[src/smse_pkg.sv]
// ============================================================================
// smse_pkg
// Shared types and constants of the stable merge sort engine: channel
// payloads, the stored record, controller states and the command and status
// bundles between controller and datapath.
// ============================================================================
package smse_pkg;

   localparam int KEY_BITS            = 32;
   localparam int TAG_BITS            = 16;
   localparam int MAX_RECORDS_DEFAULT = 64;
   localparam int CSR_INDEX_BITS      = 2;
   localparam int CSR_DATA_BITS       = 1;

   // Register indexes of the configuration port.
   localparam logic [CSR_INDEX_BITS-1:0] CSR_DESCENDING  = CSR_INDEX_BITS'(0);
   localparam logic [CSR_INDEX_BITS-1:0] CSR_SIGNED_KEYS = CSR_INDEX_BITS'(1);

   typedef struct packed {
      logic [KEY_BITS-1:0] key;
      logic [TAG_BITS-1:0] tag;
      logic                last_in;
   } req_payload_type;

   typedef struct packed {
      logic [KEY_BITS-1:0] sorted_key;
      logic [TAG_BITS-1:0] sorted_tag;
      logic                last_out;
      logic                dropped;
   } rsp_payload_type;

   typedef struct packed {
      logic [KEY_BITS-1:0] key;
      logic [TAG_BITS-1:0] tag;
   } record_type;

   typedef enum logic [1:0] {
      ST_LOAD,
      ST_PREP,
      ST_SORT,
      ST_OUT
   } state_type;

   // Commands from the controller to the datapath.
   typedef struct packed {
      logic load;
      logic prep;
      logic step;
      logic out_en;
   } ctrl_cmd_type;

   // Status from the datapath to the controller.
   typedef struct packed {
      logic sort_needed;
      logic sort_done;
      logic out_last;
   } dp_status_type;

endpackage

[src/smse_ctrl.sv]
// ============================================================================
// smse_ctrl
// Phase controller of the stable merge sort engine: load, set-up, merge
// passes and result output.
// ============================================================================
module smse_ctrl import smse_pkg::*; (
   input  logic          clock,
   input  logic          reset,
   input  logic          req_valid,
   input  logic          req_last,
   input  dp_status_type status,
   output ctrl_cmd_type  cmd,
   output logic          req_stall
);

   state_type state_ff, state_in;

   always_comb begin
      state_in = state_ff;
      unique case (state_ff)
         ST_LOAD: begin
            if (req_valid && req_last) begin
               state_in = ST_PREP;
            end
         end
         ST_PREP: begin
            state_in = status.sort_needed ? ST_SORT : ST_OUT;
         end
         ST_SORT: begin
            if (status.sort_done) begin
               state_in = ST_OUT;
            end
         end
         ST_OUT: begin
            if (status.out_last) begin
               state_in = ST_LOAD;
            end
         end
         default: begin
            state_in = ST_LOAD;
         end
      endcase
   end

   always_comb begin
      cmd       = '0;
      req_stall = 1'b1;
      unique case (state_ff)
         ST_LOAD: begin
            req_stall = 1'b0;
            cmd.load  = req_valid;
         end
         ST_PREP: begin
            cmd.prep = 1'b1;
         end
         ST_SORT: begin
            cmd.step = 1'b1;
         end
         ST_OUT: begin
            cmd.out_en = 1'b1;
         end
         default: begin
            cmd = '0;
         end
      endcase
   end

   always_ff @(posedge clock) begin
      if (reset) begin
         state_ff <= ST_LOAD;
      end else begin
         state_ff <= state_in;
      end
   end

endmodule

[config.mk]
export PLATFORM = sky130hd
export DESIGN_NAME = smse_ctrl
export DESIGN_NICKNAME = d
export VERILOG_FILES = /design/src/smse_pkg.sv /design/src/smse_ctrl.sv
export SDC_FILE = /design/constraint.sdc
export NUM_CORES = 1
export LEC_CHECK = 0
export BUFFER_PORTS_ARGS = -buffer_cell sky130_fd_sc_hd__buf_4
export CAP_MARGIN = 20
export CORE_AREA = 5 5 42 44
export DETAILED_ROUTE_END_ITERATION = 6
export DIE_AREA = 0 0 47 49
export GPL_TIMING_DRIVEN = 0
export SLEW_MARGIN = 40
export SYNTH_ARGS = -nofsm -noshare
export SYNTH_HDL_FRONTEND = slang
export SYNTH_SLANG_ARGS = --single-unit
[constraint.sdc]
create_clock -name clock -period 3 [get_ports clock]
set_input_delay 0.15 -clock clock [delete_from_list [all_inputs] [get_ports clock]]
set_output_delay 0.15 -clock clock [all_outputs]
set_load 0.03 [all_outputs]
== Yosys cells after proc, flatten, opt, wreduce, memory -nomap -nowiden ==
Cells that the tools add are included.

* Register bits: 2
* Bits in latches: 0
* RAM bits: 0
* Memory bits (read-only): 0
* Input bits: 7
* Output and inout bits: 5
* Memories: 0

* Add/subtract/negate cells: 0
* Multiply operators: 0
* Divide/modulo/power cells: 0
* Magnitude comparators: 0
* Equality and inequality tests: 6
* Shift operators: 0
* Multiplexer cells: 10
* Bitwise operators: 0
* Reductions and logical operators: 3

{| class="wikitable"
|+ Operator list
! cell !! count
|-
| $pmux W2 S4 || 1
|-
| $mux W1 || 6
|-
| $mux W2 || 3
|-
| $ne A2 B2 Y1 const B || 3
|-
| $eq A2 B2 Y1 const B || 2
|-
| $reduce_and A3 Y1 || 1
|-
| $eq A2 B1 Y1 const B || 1
|-
| $logic_not A2 Y1 || 1
|-
| $logic_and A1 B1 Y1 || 1
|}

== Logic depth before layout (Yosys ltp) ==
* Depth after elaboration: 3
* Mapped depth: 5
* Gate-level depth less buffers: 5

== Worst setup path before layout ==
No wires, ideal clock.

* Kind: register to register
* Start: register state_ff[0]
* End: register state_ff[0]
* Library setup time: 0.088 ns
* Arrival: 1.284 ns
* Path slack: 1.628 ns
* Cell stages (with the launch flop): 6
* Buffers on the path: 0
* Period minus slack after synthesis: 1.372 ns
* Cell sequence: dfxtp_1 -> inv_1 -> ha_1 -> nand2b_1 -> and3_4 -> a311oi_2

* Longest elaborated chain between the ends: 3

{| class="wikitable"
|+ Ends and longest elaborated chain
! what !! line !! text
|-
| from (decl) || smse_ctrl.sv:16 || <nowiki>state_type state_ff, state_in;</nowiki>
|-
| from (signal assigned) || smse_ctrl.sv:72 || <nowiki>state_ff <= state_in;</nowiki>
|-
| $eq A2 B2 Y1 / $logic_not A2 Y1 (equally long branches) || smse_ctrl.sv:20 || <nowiki>unique case (state_ff)</nowiki>
|-
| $ne A2 B2 Y1 (no source line) || n/a ||
|-
| $reduce_and A3 Y1 (no source line) || n/a ||
|}

Several ways; a longest one is shown, not always the timed one.
A chain may end at the register's enable or synchronous reset.

==> reports/metrics.csv <==
stage,metric,value,unit
status,outcome,"finished, final reports clean",
logic_synthesis,seq_area_frac_synth,0.186,
sta,fin_crit,1.46,ns
worst_hold_path,hp-start,reset,
floorplanning,core-area,1400,um^2
logic_synthesis,synth_nets,34,
finish,layout_commonest_cell,buf_4,
floorplanning,start_util,0.154,
place,dp_slack,1.62,ns
worst_hold_path,hold_depth,2,
clock_tree,ctsHtreeMaxLevel,1,
setup_path,r2r-start,state_ff[0],
finish,top_register,state_ff,
sta,hold_viol,0,
finish,n_antenna_cell,0,
sta,tightest_slew,0.195,ns
global_routing,antenna_found_initial,0,
sta,max_freq,685,MHz
setup_path,cp_data_arrival_time,1.31,ns
place,port_buffers,11,
drt,drtPass1Iterations,1,
sta,period_share,0.487,
logic_synthesis,yosys.area.top_type,ha_1,
logic_synthesis,synth.distinct_cells,13,
finish,largest_register_ffs,2,
global_routing,grt_pass1_wl,738,um
clock_tree,tritoncts,built,
clock_tree,cts-buffers-inserted,3,
finish,nets,50,
logic_synthesis,synth.cell_area,215,um^2
worst_hold_path,hold-path-endpoint,state_ff[0],
setup_path,crit_type,register to output pin,
sta,max_slew_margin,0.870,
place,post-place-cells,49,
logic_synthesis,synth-seq-cells,2,
finish,final_cell_count_no_fill,52,
clock_tree,cts_root_buf,clkbuf_4,
setup_path,reg2reg_to,state_ff[0],
finish,fin_area,340,um^2
clock_tree,clock_tree.buffer_depth,2,
setup_path,r2r_cells,5,
floorplanning,die_w,47,um
clock_tree,hold_buffers,0,
setup_path,r2r_slack,1.63,ns
setup_path,end_kind,output pin,
drt,vias_per_cell,3.98,
logic_synthesis,synth_cells,22,
flow_run,drv_cap,0,
global_routing,grt-ovfl-total,0,
place,placed_area,318,um^2
pwr,peakVddDrop,0.264,mV
global_routing,grt_pass1_vias,207,
pwr,leakage,0.163,nW
sta,holdWs,0.102,ns
sta,finalWorstSetupSlack,1.54,ns
floorplanning,dieArea,2300,um^2
finish,top_regs,state_ff (2),
global_routing,grt_max_degree,6,
drt,drc,0,
drt,ant_nets,0,
sta,setup_tns,0,ns
setup_path,cp_max_fo,5,
clock_tree,clk_latency,0.22,ns
global_routing,track_usage,0.0457,
sta,rsz0062_at_grt,false,
clock_tree,cts_setup_buffers,0,
drt,routed_wirelength,486,um
floorplanning,num_rows,14,
sta,final_max_slew_viol_count,0,
finish,drive_above_1_share,0.500,
clock_tree,cts.sinks,2,
clock_tree,cts_resized,0,
logic_synthesis,ys_warn_count,0,
sta,finalSetupViolCount,0,
pwr,p_total,0.357,mW
floorplanning,pin_count,12,
clock_tree,path_clk_slew,0.03,ns
sta,finClkSkew,0.00206,ns
drt,first_iter_violations,0,
place,routabilityCongestion,0.658,
drt,vias,207,
setup_path,required,2.85,ns
setup_path,worst_setup_path_start_kind,register,
logic_synthesis,postSynthAreaPerCell,9.78,um^2
finish,final_util,0.243,
pwr,powerDensity,1050,nW/um^2
worst_hold_path,hp-class,primary input to register,
logic_synthesis,synth_top_area_frac,0.291,
logic_synthesis,synth_area_leaders,"ha_1, dfxtp_1, a21bo_4, a311oi_2, nand2b_1",
finish,area_growth,58.1,%
floorplanning,fp.dieH,49,um
drt,wl_per_cell,9.35,um
finish,final_cell_mix,"buf_4, ha_1, inv_1, clkbuf_4",
==> worst max-delay path by stage <==
stage          slack [ns]        start           to  cells past startpoint
6_report             1.54  state_ff[0]       cmd[3]                      4
4_1_cts              1.51  state_ff[0]       cmd[3]                      4
3_5_place_dp         1.62  state_ff[0]  state_ff[0]                      5
5_1_grt              1.44  state_ff[0]       cmd[3]                      4
3_3_place_gp         1.64  state_ff[0]  state_ff[0]                      5
2_1_floorplan        1.63  state_ff[0]  state_ff[0]                      5
==> cells in the mapped netlist <==
library cell  count
a31o_1            1
nand3b_1          1
ha_1              5
nand4_1           1
a31oi_1           1
a311oi_2          1
a21bo_4           1
a21oi_1           2
and2_2            1
nand2b_1          2
inv_1             3
dfxtp_1           2
and3_4            1
==> worst max-delay path: stages, from the launching register on <==
cell,delay [ns]
dfxtp_1,0.39
inv_1,0.11
ha_1,0.23
and2_2,0.19
buf_4,0.16
==> power breakdown <==
part / switching [mW] / internal, mW
clock: 0.0150 / 0.0441
combinational: 0.134 / 0.111
sequential: 0.0134 / 0.0390
total: 0.163 / 0.194
==> logic make-up after synthesis <==
| logic type | Yosys count | share of synthesized area |
|---|---|---|
| AND/OR/NAND/NOR | 6 | 0.209 |
| adder cells (fa/ha/maj) | 5 | 0.291 |
| buffers and inverters | 3 | 0.0523 |
| AO/OA/AOI/OAI | 6 | 0.262 |
| flip-flops | 2 | 0.186 |
==> area by class of cell <==
class	instances	area, um^2
multi-input combinational	17	164
fill	165	1060
sequential	2	40.0
timing repair buffer	11	82.6
tap	16	20.0
inverter	3	11.3
clock buffer	3	22.5
==> per-layer routing <==
metal  part of all wire  vias up  GRT usage
met4                  0        0     0.0138
met5                  0        -          0
met1               0.34       94     0.0350
met3              0.095        0     0.0332
met2               0.57        7     0.0837
li1                   -      106          -
Power figures use the tool's default switching activity.
